## config.mk

```make
export PLATFORM = sky130hd
export DESIGN_NAME = life_rle_pattern_decoder_core_flat
export DESIGN_NICKNAME = d
export VERILOG_FILES = /design/src/rtl/liferle_pkg.sv /design/src/rtl/liferle_in_if.sv /design/src/rtl/liferle_out_if.sv /design/src/rtl/liferle_decode.sv /design/src/rtl/life_rle_pattern_decoder_core.sv /design/src/flat_wrapper.sv
export SDC_FILE = /design/constraint.sdc
export NUM_CORES = 1
export LEC_CHECK = 0
export ABC_AREA = 1
export BUFFER_PORTS_ARGS = -buffer_cell sky130_fd_sc_hd__buf_2
export CORE_MARGIN = 5
export CORE_UTILIZATION = 45
export CTS_CLUSTER_SIZE = 40
export DETAILED_ROUTE_END_ITERATION = 7
export GPL_TIMING_DRIVEN = 0
export PLACE_DENSITY = 0.7
export SLEW_MARGIN = 10
export SYNTH_ARGS = -nofsm -noshare
export SYNTH_HDL_FRONTEND = slang
export SYNTH_SLANG_ARGS = --single-unit
```

## constraint.sdc

```tcl
create_clock -name clk -period 10.9 [get_ports clk]
set_clock_uncertainty 0.05 [all_clocks]
set_input_delay 1.635 -clock clk [delete_from_list [all_inputs] [get_ports clk]]
set_output_delay 1.635 -clock clk [all_outputs]
set_load 0.005 [all_outputs]
```

## src/rtl/liferle_pkg.sv

```systemverilog
package liferle_pkg;

	localparam int unsigned MAX_DIM   = 4096;
	localparam int unsigned COUNT_MAX = 65535;

	localparam int unsigned SYM_W   = 8;
	localparam int unsigned CFG_W   = 13;
	localparam int unsigned ROW_W   = 12;
	localparam int unsigned COL_W   = 17;
	localparam int unsigned ADDR_W  = 24;
	localparam int unsigned LEN_W   = 16;
	localparam int unsigned COUNT_W = $clog2(COUNT_MAX + 1);

	// working widths for sums and compares
	localparam int unsigned SUM_W  = ((COL_W > COUNT_W) ? COL_W : COUNT_W) + 1;
	localparam int unsigned PROD_W = COUNT_W + 4;
	localparam int unsigned LCMP_W = (COUNT_W > LEN_W) ? COUNT_W : LEN_W;

	localparam int unsigned ROW_LIMIT = ((MAX_DIM - 1) < 4095) ? (MAX_DIM - 1) : 4095;
	localparam logic [ROW_W-1:0]  ROW_CAP  = ROW_W'(ROW_LIMIT);
	localparam logic [COL_W-1:0]  COL_CAP  = '1;
	localparam logic [ADDR_W-1:0] ADDR_CAP = '1;
	localparam logic [LEN_W-1:0]  LEN_CAP  = '1;

	localparam logic [CFG_W-1:0] ROW_STRIDE_RESET = CFG_W'(64);
	localparam logic [CFG_W-1:0] ROW_COUNT_RESET  = CFG_W'(64);

	localparam logic [SYM_W-1:0] SYM_ZERO   = 8'h30;
	localparam logic [SYM_W-1:0] SYM_NINE   = 8'h39;
	localparam logic [SYM_W-1:0] SYM_DEAD   = 8'h62;
	localparam logic [SYM_W-1:0] SYM_LIVE   = 8'h6f;
	localparam logic [SYM_W-1:0] SYM_EOL    = 8'h24;
	localparam logic [SYM_W-1:0] SYM_END    = 8'h21;

	typedef logic [0:0] cfg_index_t;
	localparam cfg_index_t REG_ROW_STRIDE = 1'b0;
	localparam cfg_index_t REG_ROW_COUNT  = 1'b1;

	typedef struct packed {
		logic [ADDR_W-1:0] cell_address;
		logic [ROW_W-1:0]  row;
		logic [COL_W-1:0]  column;
		logic [LEN_W-1:0]  run_length;
		logic              out_of_range;
		logic              done_res;
	} result_t;

endpackage

```

## src/rtl/liferle_in_if.sv

```systemverilog
interface liferle_in_if;

	logic                           valid;
	logic                           ready;
	logic [liferle_pkg::SYM_W-1:0]  symbol;
	logic                           first;

	modport source (output valid, output symbol, output first, input ready);
	modport sink (input valid, input symbol, input first, output ready);

endinterface

```

## src/rtl/liferle_out_if.sv

```systemverilog
interface liferle_out_if;

	logic                            valid;
	logic                            ready;
	logic [liferle_pkg::ADDR_W-1:0]  cell_address;
	logic [liferle_pkg::ROW_W-1:0]   row;
	logic [liferle_pkg::COL_W-1:0]   column;
	logic [liferle_pkg::LEN_W-1:0]   run_length;
	logic                            out_of_range;
	logic                            done_res;

	modport source (
		output valid, output cell_address, output row, output column,
		output run_length, output out_of_range, output done_res, input ready
	);
	modport sink (
		input valid, input cell_address, input row, input column,
		input run_length, input out_of_range, input done_res, output ready
	);

endinterface

```

## src/rtl/liferle_decode.sv

```systemverilog
module liferle_decode (
	input  logic                              clk,
	input  logic                              arst_n,
	input  logic                              advance,
	input  logic [liferle_pkg::SYM_W-1:0]     symbol,
	input  logic                              first,
	input  logic [liferle_pkg::CFG_W-1:0]     row_stride,
	input  logic [liferle_pkg::CFG_W-1:0]     row_count,
	output logic                              has_res,
	output liferle_pkg::result_t              res
);

	logic [liferle_pkg::ROW_W-1:0]   row_q, row_d, row_e;
	logic [liferle_pkg::COL_W-1:0]   col_q, col_d, col_e;
	logic [liferle_pkg::ADDR_W-1:0]  base_q, base_d, base_e;
	logic [liferle_pkg::COUNT_W-1:0] pend_q, pend_d, pend_e;
	logic                            present_q, present_d, present_e;
	logic                            finished_q, finished_d, finished_e;
	logic                            rovf_q, rovf_d, rovf_e;

	logic [liferle_pkg::COUNT_W-1:0] n;
	logic [liferle_pkg::PROD_W-1:0]  prod;
	logic [liferle_pkg::SUM_W-1:0]   col_sum;
	logic [liferle_pkg::COL_W-1:0]   col_adv;
	logic [liferle_pkg::ADDR_W:0]    addr_sum;
	logic [liferle_pkg::ADDR_W:0]    base_sum;
	logic                            is_digit;

	// first byte of a pattern sees cleared state
	always_comb begin
		row_e      = first ? '0 : row_q;
		col_e      = first ? '0 : col_q;
		base_e     = first ? '0 : base_q;
		pend_e     = first ? '0 : pend_q;
		present_e  = first ? 1'b0 : present_q;
		finished_e = first ? 1'b0 : finished_q;
		rovf_e     = first ? 1'b0 : rovf_q;
	end

	always_comb begin
		is_digit = (symbol >= liferle_pkg::SYM_ZERO) && (symbol <= liferle_pkg::SYM_NINE);
		n        = present_e ? pend_e : liferle_pkg::COUNT_W'(1);
		prod     = (liferle_pkg::PROD_W'(pend_e) << 3) + (liferle_pkg::PROD_W'(pend_e) << 1)
		         + liferle_pkg::PROD_W'(symbol - liferle_pkg::SYM_ZERO);
		col_sum  = liferle_pkg::SUM_W'(col_e) + liferle_pkg::SUM_W'(n);
		col_adv  = (col_sum > liferle_pkg::SUM_W'(liferle_pkg::COL_CAP))
		         ? liferle_pkg::COL_CAP : col_sum[liferle_pkg::COL_W-1:0];
		addr_sum = (liferle_pkg::ADDR_W+1)'(base_e) + (liferle_pkg::ADDR_W+1)'(col_e);
		base_sum = (liferle_pkg::ADDR_W+1)'(base_e) + (liferle_pkg::ADDR_W+1)'(row_stride);
	end

	always_comb begin
		row_d      = row_e;
		col_d      = col_e;
		base_d     = base_e;
		pend_d     = pend_e;
		present_d  = present_e;
		finished_d = finished_e;
		rovf_d     = rovf_e;
		has_res    = 1'b0;
		res        = '0;
		if (!finished_e) begin
			if (is_digit) begin
				pend_d    = (prod > liferle_pkg::PROD_W'(liferle_pkg::COUNT_MAX))
				          ? liferle_pkg::COUNT_W'(liferle_pkg::COUNT_MAX)
				          : prod[liferle_pkg::COUNT_W-1:0];
				present_d = 1'b1;
			end else begin
				unique case (symbol)
					liferle_pkg::SYM_DEAD: begin
						pend_d    = '0;
						present_d = 1'b0;
						col_d     = col_adv;
					end
					liferle_pkg::SYM_LIVE: begin
						pend_d           = '0;
						present_d        = 1'b0;
						col_d            = col_adv;
						has_res          = 1'b1;
						res.cell_address = addr_sum[liferle_pkg::ADDR_W]
						                 ? liferle_pkg::ADDR_CAP
						                 : addr_sum[liferle_pkg::ADDR_W-1:0];
						res.row          = row_e;
						res.column       = col_e;
						res.run_length   = (liferle_pkg::LCMP_W'(n)
						                 > liferle_pkg::LCMP_W'(liferle_pkg::LEN_CAP))
						                 ? liferle_pkg::LEN_CAP : liferle_pkg::LEN_W'(n);
						res.out_of_range = rovf_e
						                 || ({1'b0, row_e} >= row_count)
						                 || (col_sum > liferle_pkg::SUM_W'(row_stride));
					end
					liferle_pkg::SYM_EOL: begin
						pend_d    = '0;
						present_d = 1'b0;
						col_d     = '0;
						if (row_e >= liferle_pkg::ROW_CAP) begin
							rovf_d = 1'b1;
						end else begin
							row_d  = row_e + liferle_pkg::ROW_W'(1);
							base_d = base_sum[liferle_pkg::ADDR_W]
							       ? liferle_pkg::ADDR_CAP
							       : base_sum[liferle_pkg::ADDR_W-1:0];
						end
					end
					liferle_pkg::SYM_END: begin
						pend_d       = '0;
						present_d    = 1'b0;
						finished_d   = 1'b1;
						has_res      = 1'b1;
						res.done_res = 1'b1;
					end
					default: begin
					end
				endcase
			end
		end
	end

	always_ff @(posedge clk or negedge arst_n) begin
		if (!arst_n) begin
			row_q      <= '0;
			col_q      <= '0;
			base_q     <= '0;
			pend_q     <= '0;
			present_q  <= 1'b0;
			finished_q <= 1'b0;
			rovf_q     <= 1'b0;
		end else if (advance) begin
			row_q      <= row_d;
			col_q      <= col_d;
			base_q     <= base_d;
			pend_q     <= pend_d;
			present_q  <= present_d;
			finished_q <= finished_d;
			rovf_q     <= rovf_d;
		end
	end

endmodule

```

## src/rtl/life_rle_pattern_decoder_core.sv

```systemverilog
// Run-length pattern body decoder for a cellular-automaton board.
// pattern: input channel, one word per byte of the pattern body (symbol, first).
//   first marks the first byte of a new pattern and clears the decoder state.
// runs: output channel, one word per 'o' (a run of live cells with its address,
//   row, column, length and range flag) and one word with done_res for '!'.
// cfg_we / cfg_index / cfg_data: register writes, index 0 row_stride,
//   index 1 row_count; write only while no byte is in flight.
// Throughput: one byte per cycle while runs is not stalled, set by the single
//   decode stage between the input register and the result register.
// A byte accepted into the input register is decoded there; its result word is
//   loaded into the result register, which drives runs.
// Reset clears the decoder state and both channels; row_stride and row_count
//   return to 64.
// A stalled receiver holds the result register; one more byte is taken into
//   the input register, and bytes that give no result keep flowing.
module life_rle_pattern_decoder_core (
	input  logic                          clk,
	input  logic                          arst_n,
	liferle_in_if.sink                    pattern,
	liferle_out_if.source                 runs,
	input  logic                          cfg_we,
	input  liferle_pkg::cfg_index_t       cfg_index,
	input  logic [liferle_pkg::CFG_W-1:0] cfg_data
);

	logic                           valid_s1;
	logic [liferle_pkg::SYM_W-1:0]  symbol_s1;
	logic                           first_s1;
	logic [liferle_pkg::CFG_W-1:0]  row_stride_q;
	logic [liferle_pkg::CFG_W-1:0]  row_count_q;
	logic                           out_valid_q;
	liferle_pkg::result_t           res_q;
	liferle_pkg::result_t           res;
	logic                           has_res;
	logic                           advance;

	assign advance       = valid_s1 && (!out_valid_q || runs.ready || !has_res);
	assign pattern.ready = !valid_s1 || advance;

	always_ff @(posedge clk or negedge arst_n) begin
		if (!arst_n) begin
			row_stride_q <= liferle_pkg::ROW_STRIDE_RESET;
			row_count_q  <= liferle_pkg::ROW_COUNT_RESET;
		end else if (cfg_we) begin
			unique case (cfg_index)
				liferle_pkg::REG_ROW_STRIDE: row_stride_q <= cfg_data;
				liferle_pkg::REG_ROW_COUNT:  row_count_q  <= cfg_data;
				default: begin
				end
			endcase
		end
	end

	always_ff @(posedge clk or negedge arst_n) begin
		if (!arst_n) begin
			valid_s1 <= 1'b0;
		end else if (pattern.valid && pattern.ready) begin
			valid_s1 <= 1'b1;
		end else if (advance) begin
			valid_s1 <= 1'b0;
		end
	end

	always_ff @(posedge clk) begin
		if (pattern.valid && pattern.ready) begin
			symbol_s1 <= pattern.symbol;
			first_s1  <= pattern.first;
		end
	end

	liferle_decode u_decode (
		.clk        (clk),
		.arst_n     (arst_n),
		.advance    (advance),
		.symbol     (symbol_s1),
		.first      (first_s1),
		.row_stride (row_stride_q),
		.row_count  (row_count_q),
		.has_res    (has_res),
		.res        (res)
	);

	always_ff @(posedge clk or negedge arst_n) begin
		if (!arst_n) begin
			out_valid_q <= 1'b0;
		end else if (advance && has_res) begin
			out_valid_q <= 1'b1;
		end else if (runs.ready) begin
			out_valid_q <= 1'b0;
		end
	end

	always_ff @(posedge clk) begin
		if (advance && has_res) begin
			res_q <= res;
		end
	end

	assign runs.valid        = out_valid_q;
	assign runs.cell_address = res_q.cell_address;
	assign runs.row          = res_q.row;
	assign runs.column       = res_q.column;
	assign runs.run_length   = res_q.run_length;
	assign runs.out_of_range = res_q.out_of_range;
	assign runs.done_res     = res_q.done_res;

	// an empty input register always takes a word
	a_in_ready: assert property (@(posedge clk) disable iff (!arst_n)
		!valid_s1 |-> pattern.ready)
		else $error("input register empty but not ready");

	// a decoded result lands in the result register
	a_res_loaded: assert property (@(posedge clk) disable iff (!arst_n)
		advance && has_res |=> out_valid_q)
		else $error("decoded result not registered");

	// end-of-pattern word carries no run
	a_done_clean: assert property (@(posedge clk) disable iff (!arst_n)
		runs.valid && runs.done_res |->
			runs.run_length == '0 && runs.cell_address == '0 && !runs.out_of_range)
		else $error("done word with run payload");

	// a waiting result is never overwritten
	a_no_overwrite: assert property (@(posedge clk) disable iff (!arst_n)
		out_valid_q && !runs.ready |-> !(advance && has_res))
		else $error("result register overwritten while stalled");

endmodule
```

## src/flat_wrapper.sv

```systemverilog
// flat-port wrapper written by rule: the top's interface ports become plain ports
module life_rle_pattern_decoder_core_flat 
  (clk, arst_n, cfg_we, cfg_index, cfg_data, pattern_valid, pattern_symbol, pattern_first, pattern_ready, runs_valid, runs_cell_address, runs_row, runs_column, runs_run_length, runs_out_of_range, runs_done_res, runs_ready);
  liferle_in_if pattern_i ();
  liferle_out_if runs_i ();
  input  logic clk;
  input  logic arst_n;
  input  logic cfg_we;
  input  liferle_pkg::cfg_index_t cfg_index;
  input  logic [liferle_pkg::CFG_W-1:0] cfg_data;
  input wire logic [$bits(pattern_i.valid)-1:0] pattern_valid;
  input wire logic [$bits(pattern_i.symbol)-1:0] pattern_symbol;
  input wire logic [$bits(pattern_i.first)-1:0] pattern_first;
  output wire logic [$bits(pattern_i.ready)-1:0] pattern_ready;
  output wire logic [$bits(runs_i.valid)-1:0] runs_valid;
  output wire logic [$bits(runs_i.cell_address)-1:0] runs_cell_address;
  output wire logic [$bits(runs_i.row)-1:0] runs_row;
  output wire logic [$bits(runs_i.column)-1:0] runs_column;
  output wire logic [$bits(runs_i.run_length)-1:0] runs_run_length;
  output wire logic [$bits(runs_i.out_of_range)-1:0] runs_out_of_range;
  output wire logic [$bits(runs_i.done_res)-1:0] runs_done_res;
  input wire logic [$bits(runs_i.ready)-1:0] runs_ready;
  assign pattern_i.valid = pattern_valid;
  assign pattern_i.symbol = pattern_symbol;
  assign pattern_i.first = pattern_first;
  assign pattern_ready = pattern_i.ready;
  assign runs_valid = runs_i.valid;
  assign runs_cell_address = runs_i.cell_address;
  assign runs_row = runs_i.row;
  assign runs_column = runs_i.column;
  assign runs_run_length = runs_i.run_length;
  assign runs_out_of_range = runs_i.out_of_range;
  assign runs_done_res = runs_i.done_res;
  assign runs_i.ready = runs_ready;
  life_rle_pattern_decoder_core u_core (.clk(clk), .arst_n(arst_n), .pattern(pattern_i), .runs(runs_i), .cfg_we(cfg_we), .cfg_index(cfg_index), .cfg_data(cfg_data));
endmodule
```

# After elaboration in Yosys (flattened, before gate mapping)
# Index checks and enable logic that the tools add are counted.
[classes]
addsub = 7
n_lt_le_gt_ge = 8
n_eq_ne = 4
muxes = 44
bitwise = 2
n_reduce_logical = 21
[ops]
columns = ["op", "n"]
rows = [
  ["24-bit 2-to-1 mux", 7],
  ["16-bit 2-to-1 mux", 7],
  ["17-bit 2-to-1 mux", 4],
  ["12-bit 2-to-1 mux", 5],
  ["17-bit one-hot mux with 2 select lines", 1],
  ["24-bit by 13-bit adder with 25-bit output", 1],
  ["24-bit by 17-bit adder with 25-bit output", 1],
  ["19-bit by 17-bit adder with 20-bit output", 1],
  ["20-bit adder", 1],
  ["20-bit by 16-bit > comparator with 1-bit output, second input constant", 1],
  ["1-bit 2-to-1 mux", 20],
  ["17-bit by 16-bit adder with 18-bit output", 1],
  ["18-bit by 13-bit > comparator with 1-bit output", 1],
  ["18-bit by 17-bit > comparator with 1-bit output, second input constant", 1],
  ["8-bit by 6-bit equality test with 1-bit output, second input constant", 2],
  ["8-bit by 7-bit equality test with 1-bit output, second input constant", 2],
  ["16-bit > comparator, second input constant", 1],
  ["12-bit by 13-bit greater-or-equal comparator with 1-bit output", 1],
  ["12-bit by 1-bit adder with 12-bit output, second input constant", 1],
  ["12-bit greater-or-equal comparator, second input constant", 1],
  ["8-bit by 6-bit subtractor with 9-bit output, second input constant", 1],
  ["8-bit by 6-bit greater-or-equal comparator with 1-bit output, second input constant", 1],
  ["8-bit by 6-bit <= comparator with 1-bit output, second input constant", 1],
  ["2-bit OR reduction", 3],
  ["other kinds (8)", 20],
]
[totals]
ff_bits = 180
inputBits = 28
output_inout_bits = 73
elab_cells = 105

# Depth between registers and ports, before layout
[depth]
depth_word = 11
depth_mapped = 28
depth_no_buf = 25

# Modules after synthesis
# A second synthesis with hierarchy kept.
[hier_totals]
cells_unflattened = 1820
hier_area_um2 = 13691.9
[modules_own_cells]
columns = ["mod", "n_inst", "cells_each", "area_per_inst_um2", "seq_area_each_um2"]
rows = [
  ["liferle_decode", 1, 1627, 10097.2, 1801.7],
  ["life_rle_pattern_decoder_core", 1, 193, 3594.7, 3105.5],
]

# Worst setup path before layout
# No wires, ideal clock.
[synth_timing]
path_type = "input to register"
startpoint = "input port runs_ready"
endpoint = "register u_core.res_q, in the netlist u_core.runs.cell_address[0] (enable)"
setup_ns = 0.501
arrival_time_ns = 5.067
required_time_ns = 10.349
path_slack_ns = 5.283
path_stages = 5
path_buffers = 1
cell_sequence = "nor2_1 -> nand4_2 -> nand2_4 -> clkbuf_1 -> nor2_1"
[synth_via]
elab_chain_len = 4
[synth_rtl]
columns = ["item", "line_no", "rtl"]
rows = [
  ["from (decl)", "flat_wrapper.sv:22", "input wire logic [$bits(runs_i.ready)-1:0] runs_ready;"],
  ["1-bit logical OR (2 in a row)", "life_rle_pattern_decoder_core.sv:37", "assign advance = valid_s1 && (!out_valid_q || runs.ready || !has_res);"],
  ["1-bit logical AND", "life_rle_pattern_decoder_core.sv:37", ""],
  ["1-bit logical AND", "life_rle_pattern_decoder_core.sv:94", "if (advance && has_res) begin"],
  ["to (signal assigned)", "life_rle_pattern_decoder_core.sv:95", "res_q <= res;"],
  ["to (decl)", "life_rle_pattern_decoder_core.sv:32", "liferle_pkg::result_t res_q;"],
]
# Every way passes these cells.
# A chain may end at the register's enable or synchronous reset.

# Worst setup path after layout
[layout_timing]
startpoint = "register u_core.first_s1"
endpoint = "register u_core.res_q, in the netlist u_core.runs.out_of_range, data pin"
[layout_via]
elab_chain_len = 5
word_cells_on_any_way = 13
classes_between = "add/sub: 1; order compare: 2; mux: 7; reduce/logical: 3"
[layout_rtl]
columns = ["item", "line_no", "rtl"]
rows = [
  ["from (decl)", "life_rle_pattern_decoder_core.sv:28", "logic first_s1;"],
  ["from (signal assigned)", "life_rle_pattern_decoder_core.sv:67", "first_s1 <= pattern.first;"],
  ["16-bit 2-to-1 mux / 1-bit 2-to-1 mux (equally long branches)", "liferle_decode.sv:34, liferle_decode.sv:35", ""],
  ["16-bit 2-to-1 mux", "liferle_decode.sv:42", "n = present_e ? pend_e : liferle_pkg::COUNT_W'(1);"],
  ["17-bit by 16-bit adder with 18-bit output", "liferle_decode.sv:45", "col_sum = liferle_pkg::SUM_W'(col_e) + liferle_pkg::SUM_W'(n);"],
  ["18-bit by 13-bit > comparator with 1-bit output", "liferle_decode.sv:90", "|| (col_sum > liferle_pkg::SUM_W'(row_stride));"],
  ["1-bit logical OR", "liferle_decode.sv:90", ""],
]
# Parallel ways exist; a longest one is shown, timed or not.

==> results.py <==
metrics = {
    "floorplanning": {
        "die_h_um": 183,
        "ios": 101,
        "rows": 63,
        "die_w_um": 183,
        "core_mm2": 0.0295,
        "dieArea_mm2": 0.0333,
        "initial_core_util_pct": 45.4,
    },
    "synthesis": {
        "ys_types": 60,
        "yosys_warnings": 0,
        "syn_inst": 1753,
        "synth_edf_count": 80,
        "avgSynthCellArea_um2": 7.64,
        "ys_seq_area_share_pct": 36.6,
        "syn-num-nets": 1894,
        "ys_ff_latch": 180,
        "synth_ff_type": "dfrtp_1",
        "synth_top_area_share_pct": 18.3,
        "synth_largest_area_cell": "dfrtp_1",
        "async_flop_share_pct": 55.6,
        "syn_area_mm2": 0.0134,
        "synth_area_leaders": "dfrtp_1 (18%), edfxtp_1 (18%), nand2_1 (11%), ha_1 (8.9%), inv_1 (7.1%)",
    },
    "final_layout": {
        "diodes": 0,
        "seqCellArea_mm2": 0.00491,
        "num-nets-final": 2016,
        "multiInputGateArea_mm2": 0.00724,
        "area_delta_synth_final_pct": 12.4,
        "drive_gt1_share_pct": 13.1,
        "design_area_mm2": 0.0151,
        "n_fill_cell": 2884,
        "final_core_util_pct": 51.1,
    },
    "grt": {
        "grt_pass1_vias": 11335,
        "grt.total_usage_pct": 22.5,
        "antenna_found_initial": 0,
        "grt_pass1_wl_mm": 59.8,
        "grt_max_degree": 67,
        "grt-ovfl-total": 0,
    },
    "timing": {
        "finalHoldViolCount": 0,
        "drv_slew": 0,
        "final.setup.worst_slack_ns": 6.30,
        "worstMarginPinSlew_ns": 0.896,
        "finalSetupViolations": 0,
        "setup-tns-final_ns": 0,
        "max_freq_mhz": 217,
        "post-route-period-util_pct": 42.2,
        "finalCriticalPeriod_ns": 4.60,
        "relSlewSlack_pct": 40.3,
        "rsz0062_at_grt": "false",
    },
    "route": {
        "detail-route-antenna-nets": 0,
        "dr.pass1.iters": 6,
        "vias": 11946,
        "drt-initial-drc-count": 1156,
        "wire_per_inst_um": 16.5,
        "drc": 0,
        "wirelength_mm": 37.6,
        "viasPerCell": 5.24,
    },
    "setup_path": {
        "crit_chain": "buf_6 -> buf_2 -> clkbuf_1 -> nor2_1 -> nand2_1 -> ha_1 -> fa_1 -> nand3_1 -> nand2_1 -> nand2_1 -> nand2_1 -> a21oi_1 -> xor2_1 -> inv_1 -> ha_1 -> nand3_1 -> nor2_1 -> nand3_1 -> nand2_1 -> nand2_1 -> nor2_1 -> nor2_1",
        "startpoint_type": "register",
        "cp_slowest_stage_delay_ns": 0.43,
        "reg2regPathDepth": 22,
        "crit_slowest_cell": "xor2_1",
        "cp_max_fo": 10,
        "worstPathArrival_ns": 4.69,
        "crit_type": "register to register",
        "worst_path_most_repeated_cell": "nand2_1",
        "end_kind": "register",
        "crit_required_ns": 10.99,
    },
    "status": {
        "status": "complete, no violations",
    },
    "placed_design": {
        "gp_congestion": 0.969,
        "port-buffer-count": 100,
        "pre_cts_slack_ns": 6.36,
        "dpl.hpwl_mm": 30.1,
        "dpl_cell_area_mm2": 0.0145,
    },
    "clock_network": {
        "cts_resized": 0,
        "max-clock-path-buffers": 2,
        "cts-htree-levels": 4,
        "clk_pin_slew_ns": 0.08,
        "cts_setup_buffers": 0,
        "worstSkewPairLatency_ns": 0.45,
        "holdBufCountCts": 0,
        "cts_tree": "built",
        "root_buffer": "clkbuf_16",
        "cts_buffers": 17,
        "cts_num_sinks": 180,
    },
    "power_and_ir_drop": {
        "leakage_uw": 0.00743,
        "ir_drop_v": 0.000110,
        "power.density_mw_per_mm2": 126,
    },
    "flow_run": {
        "max_cap_viol_count": 0,
    },
    "min_path": {
        "hp-class": "register to register",
        "min_path_cells": 2,
    },
}
[critical path, delay by kind of cell (launching register included)]
family / cells / cell delay [ns]
AO/OA/AOI/OAI: 1 / 0.19
XOR/XNOR: 1 / 0.43
adder cells (fa/ha/maj): 3 / 0.97
buffers and inverters: 4 / 0.86
flip-flops: 1 / 0.38
AND/OR/NAND/NOR: 13 / 1.39
[kinds of logic after synthesis]
| logic type | after synthesis | synth area share (%) |
|---|---|---|
| buffers and inverters | 314 | 9.35 |
| AOI/OAI and AO/OA | 293 | 12.5 |
| and+or+nand+nor | 800 | 26.5 |
| DFF | 180 | 36.6 |
| adders and majority gates | 113 | 11.6 |
| xor gates and xnor gates | 53 | 3.47 |
[power breakdown]
group          switching (µW)  internal [µW]
Sequential               26.3            742
Clock                     306            328
Combinational             331            170
Total                     663           1240
[layout make-up]
| class | instances | share of cell area (%) |
|---|---|---|
| Buffer | 46 | 1.59 |
| Clock buffer | 18 | 2.85 |
| Clock inverter | 14 | 1.07 |
| Inverter | 268 | 6.73 |
| Multi-Input combinational cell | 1259 | 48.1 |
| Sequential cell | 180 | 32.6 |
| Tap cell | 390 | 3.24 |
| Timing Repair Buffer | 103 | 3.81 |
[cells in the final DEF, fill, tap and decap left out, types with 4 or more instances in the layout]
cell type / Yosys / final
o22ai_2: 10 / 10
fa_1: 18 / 18
inv_8: 0 / 5
inv_1: 252 / 252
o21bai_1: 5 / 5
dfrtp_1: 98 / 98
nand4_1: 31 / 31
nor2_2: 27 / 28
xnor2_1: 21 / 21
xor2_1: 32 / 32
clkinv_4: 0 / 4
buf_6: 4 / 5
nand3_1: 77 / 77
nand3b_1: 9 / 9
o21ai_0: 86 / 86
clkbuf_16: 0 / 17
buf_4: 5 / 5
nand2_2: 9 / 9
nor2_1: 200 / 198
edfxtp_1: 80 / 80
nor2_4: 4 / 5
nand2_1: 379 / 379
clkbuf_1: 22 / 23
a22oi_1: 11 / 11
ha_1: 95 / 95
buf_2: 14 / 113
nor3_1: 36 / 36
o22ai_1: 4 / 4
o21ai_1: 13 / 13
nand2_4: 5 / 5
inv_2: 12 / 12
a21oi_1: 140 / 140
o21a_1: 4 / 4
[sequential cells by signal, summed over array words and instances, names as in the netlist, 8 cells and up]
name	cells
u_core.runs.cell_address	24
u_core.u_decode.base_q	24
u_core.runs.column	17
u_core.u_decode.col_q	17
u_core.runs.run_length	16
u_core.u_decode.pend_q	16
u_core.row_count_q	13
u_core.row_stride_q	13
u_core.runs.row	12
u_core.u_decode.row_q	12
u_core.symbol_s1	8
[cell usage after synthesis, types with 21 or more instances]
master    number
a21oi_1      140
clkbuf_1      22
dfrtp_1       98
edfxtp_1      80
ha_1          95
inv_1        252
nand2_1      379
nand3_1       77
nand4_1       31
nor2_1       200
nor2_2        27
nor3_1        36
o21ai_0       86
xnor2_1       21
xor2_1        32
[stage by stage]
stage                     total power (µW)  std cells  hold WS, ns
final                                 1900       2278        0.439
after CTS                             1900       2278        0.442
after global placement                1260       2243        0.411
after detailed placement              1280       2246        0.413
after floorplan                       1140       1753        0.392
after global routing                  2010       2278        0.471
[final timing paths]
kind / to / slack, ns / startpoint
max: u_core.runs.out_of_range$_SDFFCE_PP0P_ / 6.30 / u_core.first_s1$_DFFE_PP_
min: u_core.row_count_q[12]$_DFFE_PN0P_ / 0.44 / u_core.row_count_q[12]$_DFFE_PN0P_
max in group asynchronous: u_core.row_count_q[6]$_DFFE_PN1P_ / 9.08 / arst_n
max reg2reg: u_core.runs.out_of_range$_SDFFCE_PP0P_ / 6.30 / u_core.first_s1$_DFFE_PP_
min reg2reg: u_core.row_count_q[12]$_DFFE_PN0P_ / 0.44 / u_core.row_count_q[12]$_DFFE_PN0P_
min in group asynchronous: u_core.u_decode.base_q[18]$_DFFE_PN0P_ / 1.03 / arst_n
[routing by layer]
| metal | wire [µm] | vias to the layer above | share of wire, % | GRT usage [%] |
|---|---|---|---|---|
| li1 | - | 5983 | - | - |
| met1 | 17300 | 5498 | 46 | 32.1 |
| met2 | 16700 | 392 | 44 | 34.9 |
| met3 | 2360 | 73 | 6.3 | 3.35 |
| met4 | 1190 | 0 | 3.2 | 7.99 |
| met5 | 0 | - | 0 | 0 |
Power figures use the tool's default switching activity.
